--- src/rtl/ucf_pkg.sv ---
// shared types and constants for the unicode code point filter
`default_nettype none

package ucf_pkg;

  // configuration register indexes
  localparam logic [1:0] CFG_FILTER_MODE = 2'd0;
  localparam logic [1:0] CFG_NL_KEEP     = 2'd1;

  // filter modes (mode 3 acts as controls only)
  localparam logic [1:0] MODE_FULL      = 2'd0;
  localparam logic [1:0] MODE_INVISIBLE = 2'd1;
  localparam logic [1:0] MODE_CONTROLS  = 2'd2;

  // utf-8 continuation byte prefix
  localparam logic [1:0] CONT_PREFIX = 2'b10;

  // highest valid code point
  localparam logic [20:0] CP_MAX = 21'h10FFFF;

  // encoded code point: bytes in send order, count of bytes after the first
  typedef struct packed {
    logic [3:0][7:0] bytes;
    logic [1:0]      rem;
  } enc_t;

endpackage

`default_nettype wire

--- src/rtl/unicode_codepoint_filter_top.sv ---
// unicode code point filter with utf-8 encoder, one code point per item
// path: an accepted item is held in the input register, then in the output byte register that drives out_byte
// throughput: one item per cycle for one-byte encodings while out_stall is low; a multi-byte encoding
//   holds the output register until its last byte is sent, a dropped item costs one input slot
// set by the output byte register, which sends one byte per cycle while out_stall is low
// reset: synchronous, clears both stages, filter_mode 0, newline keep 1
`default_nettype none

module unicode_codepoint_filter_top
  import ucf_pkg::*;
(
  input  wire logic        clk,
  input  wire logic        rst,
  // input channel
  input  wire logic        in_valid,
  output logic             in_stall,
  input  wire logic [20:0] code_point,
  // output channel
  output logic             out_valid,
  input  wire logic        out_stall,
  output logic [7:0]       out_byte,
  output logic             last_byte,
  // configuration channel
  input  wire logic        cfg_valid,
  output logic             cfg_ready,
  input  wire logic [1:0]  cfg_index,
  input  wire logic [7:0]  cfg_data
);

  logic [1:0]  filter_mode;
  logic        nl_keep;

  logic        s1_valid;
  logic [20:0] s1_cp;
  logic        s1_drop;
  logic        s1_free;

  logic        s2_valid;
  enc_t        s2_enc;
  enc_t        enc_next;
  logic        s2_can_take;
  logic        s2_load;
  logic        out_fire;

  // configuration registers, always ready
  assign cfg_ready = 1'b1;

  always_ff @(posedge clk) begin
    if (rst) begin
      filter_mode <= MODE_FULL;
      nl_keep     <= 1'b1;
    end else if (cfg_valid && cfg_ready) begin
      case (cfg_index)
        CFG_FILTER_MODE: filter_mode <= cfg_data[1:0];
        CFG_NL_KEEP:     nl_keep     <= cfg_data[0];
        default: ;
      endcase
    end
  end

  // drop decision on the registered code point
  always_comb begin
    logic is_ctrl;
    logic is_nl;
    logic is_invis;
    logic is_sanitize;
    is_nl    = nl_keep && (s1_cp inside {21'h09, 21'h0A, 21'h0D});
    is_ctrl  = !is_nl && (s1_cp inside {[21'h00 : 21'h1F], [21'h7F : 21'h9F]});
    is_invis = s1_cp inside {21'h00AD, [21'h200B : 21'h200F], [21'h202A : 21'h202E],
                             21'h2060, [21'h2066 : 21'h2069], 21'hFEFF};
    is_sanitize = (s1_cp inside {[21'hD800 : 21'hDFFF], [21'hFDD0 : 21'hFDEF],
                                 [21'hE000 : 21'hF8FF], [21'hF0000 : 21'hFFFFD],
                                 [21'h100000 : 21'h10FFFD], 21'hFFFD})
               || (s1_cp[15:0] == 16'hFFFE) || (s1_cp[15:0] == 16'hFFFF);
    s1_drop = (s1_cp > CP_MAX) || is_ctrl;
    if (filter_mode == MODE_FULL || filter_mode == MODE_INVISIBLE) begin
      s1_drop = s1_drop || is_invis;
    end
    if (filter_mode == MODE_FULL) begin
      s1_drop = s1_drop || is_sanitize;
    end
  end

  // utf-8 encoding of the registered code point
  always_comb begin
    enc_next.bytes = '0;
    if (s1_cp < 21'h80) begin
      enc_next.bytes[0] = s1_cp[7:0];
      enc_next.rem      = 2'd0;
    end else if (s1_cp < 21'h800) begin
      enc_next.bytes[0] = {3'b110, s1_cp[10:6]};
      enc_next.bytes[1] = {CONT_PREFIX, s1_cp[5:0]};
      enc_next.rem      = 2'd1;
    end else if (s1_cp < 21'h10000) begin
      enc_next.bytes[0] = {4'b1110, s1_cp[15:12]};
      enc_next.bytes[1] = {CONT_PREFIX, s1_cp[11:6]};
      enc_next.bytes[2] = {CONT_PREFIX, s1_cp[5:0]};
      enc_next.rem      = 2'd2;
    end else begin
      enc_next.bytes[0] = {5'b11110, s1_cp[20:18]};
      enc_next.bytes[1] = {CONT_PREFIX, s1_cp[17:12]};
      enc_next.bytes[2] = {CONT_PREFIX, s1_cp[11:6]};
      enc_next.bytes[3] = {CONT_PREFIX, s1_cp[5:0]};
      enc_next.rem      = 2'd3;
    end
  end

  // flow control between the stages
  assign out_fire    = s2_valid && !out_stall;
  assign s2_can_take = !s2_valid || (out_fire && s2_enc.rem == 2'd0);
  assign s2_load     = s1_valid && !s1_drop && s2_can_take;
  assign s1_free     = !s1_valid || s1_drop || s2_can_take;
  assign in_stall    = !s1_free;

  // input register
  always_ff @(posedge clk) begin
    if (rst) begin
      s1_valid <= 1'b0;
    end else if (s1_free) begin
      s1_valid <= in_valid;
    end
  end

  always_ff @(posedge clk) begin
    if (s1_free && in_valid) begin
      s1_cp <= code_point;
    end
  end

  // output byte register, shifts one byte out each time a non-final byte is taken
  always_ff @(posedge clk) begin
    if (rst) begin
      s2_valid <= 1'b0;
    end else if (s2_load) begin
      s2_valid <= 1'b1;
    end else if (out_fire && s2_enc.rem == 2'd0) begin
      s2_valid <= 1'b0;
    end
  end

  always_ff @(posedge clk) begin
    if (s2_load) begin
      s2_enc <= enc_next;
    end else if (out_fire && s2_enc.rem != 2'd0) begin
      s2_enc.bytes <= {8'h00, s2_enc.bytes[3:1]};
      s2_enc.rem   <= s2_enc.rem - 2'd1;
    end
  end

  assign out_valid = s2_valid;
  assign out_byte  = s2_enc.bytes[0];
  assign last_byte = (s2_enc.rem == 2'd0);

endmodule

`default_nettype wire

--- config.mk ---
export PLATFORM = sky130hd
export DESIGN_NAME = unicode_codepoint_filter_top
export DESIGN_NICKNAME = d
export VERILOG_FILES = /design/src/rtl/ucf_pkg.sv /design/src/rtl/unicode_codepoint_filter_top.sv
export SDC_FILE = /design/constraint.sdc
export NUM_CORES = 1
export LEC_CHECK = 0
export BUFFER_PORTS_ARGS = -buffer_cell sky130_fd_sc_hd__buf_2
export CAP_MARGIN = 0
export CORE_MARGIN = 2
export CORE_UTILIZATION = 25
export CTS_CLUSTER_DIAMETER = 200
export CTS_CLUSTER_SIZE = 28
export DETAILED_ROUTE_END_ITERATION = 8
export HOLD_SLACK_MARGIN = 0.1
export SETUP_SLACK_MARGIN = 0.15
export SKIP_LAST_GASP = 1
export SYNTH_ARGS = -nofsm -noshare
export SYNTH_HDL_FRONTEND = slang
export SYNTH_SLANG_ARGS = --single-unit
--- constraint.sdc ---
create_clock -name clk -period 3.6 [get_ports clk]
set_input_delay 0.18 -clock clk [delete_from_list [all_inputs] [get_ports clk]]
set_output_delay 0.18 -clock clk [all_outputs]
set_load 0.005 [all_outputs]
### Yosys cells after proc, flatten, opt, wreduce, memory -nomap -nowiden

Index checks and enable logic that the tools add are counted.

| storage, ports and cells | value |
|---|---|
| output and inout port bits | 12 |
| bits in registers | 60 |

| operators by class | value |
|---|---|
| multiplexer cells | 12 |
| $lt $le $gt $ge | 24 |
| reduce and logical (&&, ||, !) cells | 45 |
| equality and inequality tests | 11 |
| $add $sub $neg | 1 |

Operators with widths:

| kind | count |
|---|---|
| $mux 34 | 2 |
| $eq 21x4->1 const B | 3 |
| $ge 21x14->1 const B | 3 |
| $ge 21x16->1 const B | 3 |
| $le 21x14->1 const B | 3 |
| $le 21x16->1 const B | 3 |
| $mux 24 | 2 |
| $eq 21x16->1 const B | 2 |
| $eq 16x16->1 const B | 2 |
| $eq 21x14->1 const B | 1 |
| $eq 21x8->1 const B | 1 |
| $ge 21x1->1 const B | 1 |
| $ge 21x20->1 const B | 1 |
| $ge 21x21->1 const B | 1 |
| $ge 21x7->1 const B | 1 |
| $gt 21x21->1 const B | 1 |
| $le 21x20->1 const B | 1 |
| $le 21x21->1 const B | 1 |
| $le 21x5->1 const B | 1 |
| $le 21x8->1 const B | 1 |
| $lt 21x12->1 const B | 1 |
| $lt 21x17->1 const B | 1 |
| $lt 21x8->1 const B | 1 |
| $logic_and 1x1->1 | 18 |
| 14 further kinds | 38 |

### Logic depth before layout (Yosys ltp)

Gate-level depths: netlist (run 1).

| logic depth | value |
|---|---|
| depth in word-level cells | 14 |
| gate-level depth with buffers | 10 |
| depth with buffers taken out | 7 |

### Worst setup path after synthesis (run 1)

Ideal clock, no wire load.

| path | value |
|---|---|
| path kind | register to register |
| start point | register s1_cp[10] |
| end point | register s2_enc (netlist bit out_byte[0]), enable pin |
| arrival | 3.517 ns |
| required time | 3.167 ns |
| path slack | -0.350 ns |
| buffers on the path | 2 |
| setup time | 0.433 ns |
| clock period less this slack | 3.950 ns |
| cell stages (with the launch flop) | 10 |
| path through | edfxtp_1 > clkbuf_1 > nand4_1 > o311a_1 > a22o_1 > a21oi_1 > a41oi_2 > nand2b_1 > buf_2 > a22oi_1 |

| on the way | value |
|---|---|
| cells in the longest elaborated chain, start to end | 14 |
| elaborated cells on any way between the ends | 58 |
| classes of those cells | order compare (21); eq/ne (9); mux (2); reduce/logical (26) |

Ends and longest elaborated chain:

| item | line | source |
|---|---|---|
| start: declaration | unicode_codepoint_filter_top.sv:34 | `logic [20:0] s1_cp;` |
| start signal: assignment | unicode_codepoint_filter_top.sv:126 | `s1_cp <= code_point;` |
| branches (longest 9 deep; another with $ge 21x1->1) | -- |  |
| $mux 1 * | unicode_codepoint_filter_top.sv:79 | `if (filter_mode == MODE_FULL) begin` |
| $logic_not 1->1 * | unicode_codepoint_filter_top.sv:111 | `assign s2_load = s1_valid && !s1_drop && s2_can_take;` |
| $logic_and 1x1->1 * (2 in a row) | unicode_codepoint_filter_top.sv:111 |  |
| $reduce_bool 2->1 (no line) * | -- |  |
| end signal: assignment | unicode_codepoint_filter_top.sv:143 | `s2_enc <= enc_next;` |
| end: declaration | unicode_codepoint_filter_top.sv:39 | `enc_t s2_enc;` |

Every way passes the cells marked *.
A chain may end at the register's enable or synchronous reset.

### Final worst setup path (run 1)

| path | value |
|---|---|
| start point | register s1_cp[9] |
| end point | output port in_stall |

| on the way | value |
|---|---|
| cells in the longest elaborated chain, start to end | 13 |
| elaborated cells on any way between the ends | 57 |
| classes of those cells | order compare (21); eq/ne (9); mux (2); reduce/logical (25) |

Ends and longest elaborated chain:

| item | line | source |
|---|---|---|
| branches (longest 9 deep; another with $ge 21x1->1) | -- |  |
| $mux 1 * | unicode_codepoint_filter_top.sv:79 |  |
| $logic_or 1x1->1 * (2 in a row) | unicode_codepoint_filter_top.sv:112 | `assign s1_free = !s1_valid \|\| s1_drop \|\| s2_can_take;` |
| $logic_not 1->1 * | unicode_codepoint_filter_top.sv:113 | `assign in_stall = !s1_free;` |
| end: declaration | unicode_codepoint_filter_top.sv:16 | `output logic in_stall,` |

Marked as above.

==> impl_metrics.xml, run 1 <==
<?xml version="1.0" encoding="UTF-8"?>
<metrics>
  <group name="yosys">
    <metric name="synthArstFlopShare" unit="%">0</metric>
    <metric name="synth_cell_types" unit="">58</metric>
    <metric name="synth_flop_cell" unit="">sky130_fd_sc_hd__edfxtp_1</metric>
    <metric name="synth.area.top_cells" unit="">sky130_fd_sc_hd__edfxtp_1 (48%), sky130_fd_sc_hd__mux2_4 (4.1%), sky130_fd_sc_hd__dfxtp_1 (3.1%), sky130_fd_sc_hd__mux2i_1 (2.4%), sky130_fd_sc_hd__nand2_1 (2.4%)</metric>
    <metric name="yosysSeqAreaShare" unit="%">50.71</metric>
    <metric name="postSynthCellCount" unit="">302</metric>
    <metric name="post_synth_instance_area" unit="µm²">3277</metric>
    <metric name="synth_top_cell_by_area" unit="">sky130_fd_sc_hd__edfxtp_1</metric>
    <metric name="syn_area_per_cell" unit="µm²">10.85</metric>
    <metric name="synth.most_common_cell" unit="">sky130_fd_sc_hd__edfxtp_1</metric>
    <metric name="synth_top_area_share" unit="%">47.65</metric>
    <metric name="top_post_synthesis_cells_by_count" unit="">sky130_fd_sc_hd__edfxtp_1 (52), sky130_fd_sc_hd__nand2_1 (21), sky130_fd_sc_hd__nor2_1 (20)</metric>
    <metric name="synth-seq-cells" unit="">57</metric>
    <metric name="synth_enable_flop_cells" unit="">52</metric>
    <metric name="synth_nets" unit="">339</metric>
    <metric name="synthesis.yosys.warnings" unit="">0</metric>
  </group>
  <group name="detailed_routing">
    <metric name="final_ant_viol_nets" unit="">0</metric>
    <metric name="drt-met1-wl" unit="µm">3622</metric>
    <metric name="routed-via-count" unit="">2613</metric>
    <metric name="detail_route.drc_violations" unit="">0</metric>
    <metric name="wire_per_inst" unit="µm">15.45</metric>
    <metric name="route.detailed.vias_per_inst" unit="">4.857</metric>
    <metric name="route.top_layer_used" unit="">met4</metric>
    <metric name="routed_wl" unit="µm">8310</metric>
    <metric name="drt_first_pass_iters" unit="">5</metric>
    <metric name="met3_length" unit="µm">825</metric>
    <metric name="detailedRoute.firstIterationViolations" unit="">283</metric>
    <metric name="routed_length_on_met2" unit="µm">3757</metric>
  </group>
  <group name="setup_path">
    <metric name="timing.critical_path.required" unit="ns">3.42</metric>
    <metric name="critPathCaptureType" unit="">output port</metric>
    <metric name="critPathMaxFanout" unit="">9</metric>
    <metric name="worstSetupPathType" unit="">reg -&gt; out</metric>
    <metric name="timing.reg2reg.worst_path_depth" unit="">8</metric>
    <metric name="r2r-end" unit="">s2_enc[25]$_DFFE_PP_</metric>
    <metric name="setup.reg_to_reg.worst_slack" unit="ns">0.52</metric>
    <metric name="critical_path.reg2reg.startpoint" unit="">s1_cp[9]$_DFFE_PP_</metric>
    <metric name="timing.critical_path.arrival" unit="ns">3.08</metric>
    <metric name="startpoint_type" unit="">flip-flop</metric>
  </group>
  <group name="final_layout">
    <metric name="num_antenna_cells" unit="">0</metric>
    <metric name="drive_gt1_share" unit="%">25.41</metric>
    <metric name="area_growth" unit="%">28.83</metric>
    <metric name="final_core_util" unit="%">33.18</metric>
    <metric name="finalNetCount" unit="">398</metric>
    <metric name="stdcell_area" unit="µm²">4222</metric>
  </group>
  <group name="clock_tree">
    <metric name="cts_tree" unit="">yes</metric>
    <metric name="clk-insertion-delay-late" unit="ns">0.33</metric>
    <metric name="cts.reportedPaths.clkPinSlew" unit="ns">0.05</metric>
    <metric name="number_of_buffers_on_the_longest_clock_path" unit="">2</metric>
    <metric name="cts_root_buffer" unit="">sky130_fd_sc_hd__clkbuf_16</metric>
    <metric name="cts-buffers-inserted" unit="">9</metric>
    <metric name="clock_sink_count" unit="">57</metric>
    <metric name="cts_max_level" unit="">3</metric>
  </group>
  <group name="timing">
    <metric name="setup_repair_after_global_routing_missed_its_margin" unit="">false</metric>
    <metric name="final_max_slew_viol_count" unit="">0</metric>
    <metric name="final-setup-viol-count" unit="">0</metric>
    <metric name="tightestPinTransition" unit="ns">0.7110</metric>
    <metric name="finalCriticalPeriod" unit="ns">3.264</metric>
    <metric name="setup-tns-final" unit="ns">0</metric>
    <metric name="final.hold.worst_slack" unit="ns">0.1048</metric>
    <metric name="max_freq" unit="MHz">306.3</metric>
    <metric name="worst_slew_margin_rel" unit="%">52.24</metric>
    <metric name="fin_crit_sh" unit="%">90.68</metric>
    <metric name="timing.clock.skew" unit="ns">0.006261</metric>
    <metric name="final_hold_viol_count" unit="">0</metric>
  </group>
  <group name="placement">
    <metric name="place_congestion" unit="">0.9197</metric>
    <metric name="portBuffers" unit="">40</metric>
    <metric name="placedInstanceArea" unit="µm²">3631</metric>
    <metric name="post-dp-hpwl" unit="µm">5641</metric>
  </group>
  <group name="worst_hold_path">
    <metric name="hold_path_class" unit="">in -&gt; reg</metric>
    <metric name="worst_hold_path.num_cells" unit="">3</metric>
    <metric name="min-delay-start" unit="">cfg_data[1]</metric>
    <metric name="hold-path-endpoint" unit="">filter_mode[1]$_SDFFE_PP0P_</metric>
  </group>
  <group name="power_and_ir_drop">
    <metric name="leakagePower" unit="nW">1.543</metric>
    <metric name="combinationalPowerShare" unit="%">9.9</metric>
    <metric name="cellPowerDensity" unit="nW/µm²">455.1</metric>
    <metric name="p_seq_share" unit="%">42.8</metric>
    <metric name="switching_power" unit="W">0.0004420</metric>
    <metric name="ir_drop" unit="µV">215.8</metric>
    <metric name="clock_power_share" unit="%">47.4</metric>
    <metric name="switching_share" unit="%">23.01</metric>
    <metric name="p_int" unit="W">0.001479</metric>
  </group>
  <group name="job">
    <metric name="maxCapViolations" unit="">0</metric>
  </group>
  <group name="floorplan">
    <metric name="floorplan.core_area" unit="µm²">12720</metric>
    <metric name="die_h" unit="µm">118.5</metric>
    <metric name="initial_utilization" unit="%">25.76</metric>
    <metric name="cell_row_count" unit="">41</metric>
    <metric name="dieArea" unit="µm²">14040</metric>
    <metric name="die-width" unit="µm">118.5</metric>
    <metric name="io_pins" unit="">48</metric>
  </group>
  <group name="global_routing">
    <metric name="grt_util_all_layers" unit="%">12.21</metric>
    <metric name="global_route_wire_length_before_repair" unit="µm">13280</metric>
    <metric name="grt_start_max_net_pins" unit="">32</metric>
    <metric name="grt_overflow" unit="">0</metric>
    <metric name="first_global_vias" unit="">2517</metric>
    <metric name="grt_antenna_before_repair" unit="">0</metric>
  </group>
  <group name="outcome">
    <metric name="run_status" unit="">finished, final reports clean</metric>
  </group>
</metrics>
-- worst max-delay path, cell delays in order (launching register included) --
cell and delay [ns]:
sky130_fd_sc_hd__edfxtp_1 0.50, sky130_fd_sc_hd__nor4_4 0.45, sky130_fd_sc_hd__nand3_1 0.19, sky130_fd_sc_hd__or4b_1 0.53
sky130_fd_sc_hd__a221o_1 0.31, sky130_fd_sc_hd__a41oi_2 0.21, sky130_fd_sc_hd__nand2b_2 0.21, sky130_fd_sc_hd__buf_4 0.18
sky130_fd_sc_hd__nor2_1 0.06, sky130_fd_sc_hd__buf_2 0.12
-- final cells by class --
type	count	area, µm²
Fill cell	1321	8501
Tap cell	172	215.2
Multi-Input combinational cell	201	1413
Sequential cell	57	1662
Timing Repair Buffer	79	563.0
Clock inverter	7	95.09
Clock buffer	9	225.2
Inverter	13	48.80
-- kinds of logic after synthesis --
family	synth area share [%]
adders and majority gates	0.3818
AOI/OAI and AO/OA	13.86
other	0.1144
DFF	50.71
xor gates and xnor gates	0.2673
and+or+nand+nor	19.97
muxes	8.286
buffers and inverters	6.414
-- state kept, by name, indices dropped and copies added, names as in the netlist --
signal,count
filter_mode,2
s2_enc,23
s1_cp,21
out_byte,8
s1_valid,1
nl_keep,1
out_valid,1
-- what timing repair did --
action / CTS / global route
hold endpoints to repair: 25 / 0
resized for setup: 0 / 1
setup buffers: 0 / 5
hold buffers: 23 / 0
setup endpoints to repair: 0 / 1
-- metrics by stage --
step | worst slack (ns) | instances | total power [W]
global placement | 0.4985 | 494 | 0.0009959
CTS | 0.2349 | 533 | 0.001940
floorplan | 0.2843 | 302 | 0.0009402
global route | 0.1565 | 538 | 0.002005
detailed placement | 0.4877 | 494 | 0.001001
finish | 0.3357 | 538 | 0.001921
-- cell usage in the layout, fill, tap and decap left out, types with 8 or more instances in the layout --
| cell type | synthesis | layout |
|---|---|---|
| sky130_fd_sc_hd__nand3_1 | 8 | 8 |
| sky130_fd_sc_hd__mux2_4 | 9 | 9 |
| sky130_fd_sc_hd__clkbuf_16 | 0 | 9 |
| sky130_fd_sc_hd__buf_4 | 9 | 15 |
| sky130_fd_sc_hd__nand2_1 | 21 | 21 |
| sky130_fd_sc_hd__nor2_1 | 20 | 20 |
| sky130_fd_sc_hd__and2_1 | 9 | 9 |
| sky130_fd_sc_hd__mux2i_1 | 8 | 8 |
| sky130_fd_sc_hd__nand4_1 | 8 | 8 |
| sky130_fd_sc_hd__a21oi_1 | 14 | 14 |
| sky130_fd_sc_hd__edfxtp_1 | 52 | 52 |
| sky130_fd_sc_hd__buf_2 | 2 | 40 |
| sky130_fd_sc_hd__inv_1 | 13 | 13 |
| sky130_fd_sc_hd__dlygate4sd3_1 | 0 | 23 |
-- power by group through the flow --
stage | registers, W | clock network, W | logic [W]
4_1_cts | 0.000822 | 0.000933 | 0.000185
2_1_floorplan | 0.000804 | 0 | 0.000136
6_report | 0.000822 | 0.000910 | 0.000190
5_1_grt | 0.000827 | 0.000967 | 0.000210
3_3_place_gp | 0.000834 | 0 | 0.000162
3_5_place_dp | 0.000835 | 0 | 0.000166
-- metal layers --
metal | GRT usage, % | vias up
met5 | 0 | -
met4 | 4.836 | 0
met3 | 3.764 | 11
met2 | 18.32 | 124
met1 | 16.37 | 1221
li1 | - | 1257
-- worst max path at each step --
stage / from / to / slack [ns] / cells past startpoint
after floorplan: s1_cp[16]$_DFFE_PP_ / s1_cp[0]$_DFFE_PP_ / 0.28 / 8
after global placement: s1_cp[10]$_DFFE_PP_ / s2_enc[23]$_DFFE_PP_ / 0.50 / 8
after detailed placement: s1_cp[10]$_DFFE_PP_ / s1_cp[10]$_DFFE_PP_ / 0.49 / 8
after CTS: s1_cp[10]$_DFFE_PP_ / in_stall / 0.23 / 9
after global routing: s1_cp[9]$_DFFE_PP_ / in_stall / 0.16 / 9
final: s1_cp[9]$_DFFE_PP_ / in_stall / 0.34 / 9
Power figures use the tool's default switching activity.
==> run 2, diff against run 1 <==
--- a/config.mk
+++ b/config.mk
@@ -13,6 +13,7 @@
 export CTS_CLUSTER_SIZE = 28
 export DETAILED_ROUTE_END_ITERATION = 8
 export HOLD_SLACK_MARGIN = 0.1
+export PLACE_DENSITY_LB_ADDON = 0.05
 export SETUP_SLACK_MARGIN = 0.15
 export SKIP_LAST_GASP = 1
 export SYNTH_ARGS = -nofsm -noshare
==> run 2 against run 1 <==
Sequential cell count unchanged. Worst hold slack better by 0.094 ns. Fmax up 1.1%. First-iteration DRC count down 22%. Non-clock buffer count up 3. Via count down 3.1%. Critical path depth unchanged. Sequential share of layout area about the same. Cell area up 0.12%. Critical path type unchanged. Largest power group is now registers.
==> impl_metrics.xml, run 2 (same netlist as run 1, synthesis figures left out) <==
<?xml version="1.0" encoding="UTF-8"?>
<metrics>
  <group name="outcome">
    <metric name="run_status" unit="">finished, final reports clean</metric>
  </group>
  <group name="worst_hold_path">
    <metric name="min-delay-start" unit="">cfg_valid</metric>
    <metric name="worst_hold_path.num_cells" unit="">4</metric>
    <metric name="hold_path_class" unit="">in -&gt; reg</metric>
    <metric name="hold-path-endpoint" unit="">nl_keep$_SDFFE_PP1P_</metric>
  </group>
  <group name="clock_tree">
    <metric name="cts-buffers-inserted" unit="">9</metric>
    <metric name="cts_tree" unit="">yes</metric>
    <metric name="clock_sink_count" unit="">57</metric>
    <metric name="cts_setup_buffers" unit="">0</metric>
    <metric name="cts_max_level" unit="">3</metric>
    <metric name="cts_root_buffer" unit="">sky130_fd_sc_hd__clkbuf_16</metric>
    <metric name="number_of_buffers_on_the_longest_clock_path" unit="">2</metric>
    <metric name="cts.reportedPaths.clkPinSlew" unit="ns">0.05</metric>
    <metric name="clk-insertion-delay-late" unit="ns">0.33</metric>
  </group>
  <group name="setup_path">
    <metric name="timing.critical_path.required" unit="ns">3.42</metric>
    <metric name="critical_path.max_stage_delay" unit="ns">0.55</metric>
    <metric name="startpoint_type" unit="">flip-flop</metric>
    <metric name="setup.reg_to_reg.worst_slack" unit="ns">0.52</metric>
    <metric name="critPathMaxFanout" unit="">8</metric>
    <metric name="timing.reg2reg.worst_path_depth" unit="">9</metric>
    <metric name="r2r-end" unit="">s2_enc[30]$_SDFFCE_PN0P_</metric>
    <metric name="timing.critical_path.cells" unit="">nor4_4, nand3_1, or4b_1, a221o_1, a41oi_2, nand2b_1, buf_4, nor2_1, buf_2</metric>
    <metric name="worstSetupPathType" unit="">reg -&gt; out</metric>
    <metric name="critPathCaptureType" unit="">output port</metric>
    <metric name="timing.critical_path.arrival" unit="ns">3.05</metric>
    <metric name="critical_path.reg2reg.startpoint" unit="">s1_cp[10]$_DFFE_PP_</metric>
    <metric name="cpMaxStageDelayCell" unit="">sky130_fd_sc_hd__edfxtp_1</metric>
  </group>
  <group name="timing">
    <metric name="final_max_slew_viol_count" unit="">0</metric>
    <metric name="fin_crit_sh" unit="%">89.72</metric>
    <metric name="worst_slew_margin_rel" unit="%">48.82</metric>
    <metric name="max_freq" unit="MHz">309.6</metric>
    <metric name="setup-tns-final" unit="ns">0</metric>
    <metric name="fin_ws" unit="ns">0.3701</metric>
    <metric name="tightestPinTransition" unit="ns">0.7618</metric>
    <metric name="finalCriticalPeriod" unit="ns">3.230</metric>
    <metric name="final-setup-viol-count" unit="">0</metric>
    <metric name="timing.clock.skew" unit="ns">0.006009</metric>
    <metric name="final_hold_viol_count" unit="">0</metric>
    <metric name="setup_repair_after_global_routing_missed_its_margin" unit="">false</metric>
  </group>
  <group name="final_layout">
    <metric name="fillCellCount" unit="">1342</metric>
    <metric name="multi_input_area" unit="µm²">1410</metric>
    <metric name="area_growth" unit="%">28.98</metric>
    <metric name="drive_gt1_share" unit="%">23.91</metric>
    <metric name="num_antenna_cells" unit="">0</metric>
    <metric name="finalNetCount" unit="">401</metric>
    <metric name="final_common_cell" unit="">sky130_fd_sc_hd__edfxtp_1</metric>
    <metric name="mostFrequentLayoutCells" unit="">sky130_fd_sc_hd__edfxtp_1 (52), sky130_fd_sc_hd__buf_2 (40), sky130_fd_sc_hd__dlygate4sd3_1 (25), sky130_fd_sc_hd__nand2_1 (21), sky130_fd_sc_hd__nor2_1 (20)</metric>
    <metric name="layout_cells_excl_fill" unit="">540</metric>
    <metric name="largest_reg_flops" unit="">23</metric>
    <metric name="top_register" unit="">s2_enc</metric>
    <metric name="area.sequential" unit="µm²">1662</metric>
  </group>
  <group name="power_and_ir_drop">
    <metric name="leakagePower" unit="nW">1.541</metric>
    <metric name="ir_drop" unit="µV">148.2</metric>
    <metric name="cellPowerDensity" unit="nW/µm²">430.4</metric>
  </group>
  <group name="detailed_routing">
    <metric name="drt_first_pass_iters" unit="">4</metric>
    <metric name="detail_route.drc_violations" unit="">0</metric>
    <metric name="wire_per_inst" unit="µm">16.48</metric>
    <metric name="detailedRoute.firstIterationViolations" unit="">220</metric>
    <metric name="routed-via-count" unit="">2531</metric>
    <metric name="route.detailed.vias_per_inst" unit="">4.687</metric>
    <metric name="routed_wl" unit="µm">8901</metric>
    <metric name="final_ant_viol_nets" unit="">0</metric>
  </group>
  <group name="global_routing">
    <metric name="global_route_wire_length_before_repair" unit="µm">14570</metric>
    <metric name="grt_antenna_before_repair" unit="">0</metric>
    <metric name="grt_util_all_layers" unit="%">13.74</metric>
    <metric name="first_global_vias" unit="">2551</metric>
    <metric name="grt_start_max_net_pins" unit="">32</metric>
    <metric name="grt_overflow" unit="">0</metric>
  </group>
  <group name="floorplan">
    <metric name="die-width" unit="µm">118.5</metric>
    <metric name="initial_utilization" unit="%">25.76</metric>
    <metric name="cell_row_count" unit="">41</metric>
    <metric name="floorplan.core_area" unit="µm²">12720</metric>
    <metric name="io_pins" unit="">48</metric>
    <metric name="dieArea" unit="µm²">14040</metric>
    <metric name="die_h" unit="µm">118.5</metric>
  </group>
  <group name="placement">
    <metric name="placed_cells" unit="">500</metric>
    <metric name="place_congestion" unit="">0.7908</metric>
    <metric name="portBuffers" unit="">40</metric>
    <metric name="post-dp-hpwl" unit="µm">6548</metric>
    <metric name="dpl_worst_slack" unit="ns">0.4860</metric>
  </group>
  <group name="job">
    <metric name="maxCapViolations" unit="">0</metric>
  </group>
</metrics>
[run 2: cell count changes in the layout (fill, tap and decap cells not counted), sizes merged]
cell,before,now
clkinvlp,1,0
buf,56,57
bufinv,2,1
dlygate4sd3,23,25
clkinv,4,5
[run 2: layout make-up]
cell class                 count  share of cell area, %
clock buffer                   9                  5.329
clock inverter                 6                  1.184
inverter                      13                  1.155
multi-input combinational    201                  33.36
sequential                    57                  39.31
tap                          172                  5.092
timing repair buffer          82                  14.56
[run 2: stage by stage]
step	hold slack [ns]	power [W]	utilization (%)	instance area [µm²]
2_1_floorplan	0.2491	0.0009402	-	3282
3_3_place_gp	0.3563	0.001017	29.09	3701
3_5_place_dp	0.3581	0.001018	29.09	3701
4_1_cts	0.1861	0.001853	33.22	4227
5_1_grt	0.2169	0.001912	33.22	4227
6_report	0.1990	0.001819	33.22	4227
[run 2: critical path, delay by kind of cell (launching register included)]
family | cells | cell delay, ns
and+or+nand+nor | 5 | 1.38
AOI/OAI and AO/OA | 2 | 0.53
buffers and inverters | 2 | 0.26
DFF | 1 | 0.55
[run 2: where the power goes]
part	leakage [nW]	internal [W]	switching [W]	total [W]
Combinational	0.871	0.000106	0.0000963	0.000203
Sequential	0.535	0.000777	0.0000434	0.000820
Clock	0.135	0.000518	0.000278	0.000797
Total	1.54	0.00140	0.000418	0.00182
[run 2: worst max-delay path by stage]
stage	startpoint	to	cells after the start
floorplan	s1_cp[16]$_DFFE_PP_	s1_cp[0]$_DFFE_PP_	8
global placement	s1_cp[10]$_DFFE_PP_	s1_cp[19]$_DFFE_PP_	8
detailed placement	s1_cp[10]$_DFFE_PP_	s1_cp[18]$_DFFE_PP_	8
CTS	s1_cp[10]$_DFFE_PP_	in_stall	9
global route	s1_cp[10]$_DFFE_PP_	in_stall	9
finish	s1_cp[10]$_DFFE_PP_	in_stall	9
[run 2: what timing repair did]
action                    in CTS  in global routing
gates resized for setup        0                  0
hold endpoints to repair      26                  0
hold buffers                  25                  0
[run 2: metal layers]
metal	track usage, %	part of all wire [%]
met3	2.944	4.0
met2	20.77	45
met5	0	0
met1	18.65	49
met4	6.473	2.1
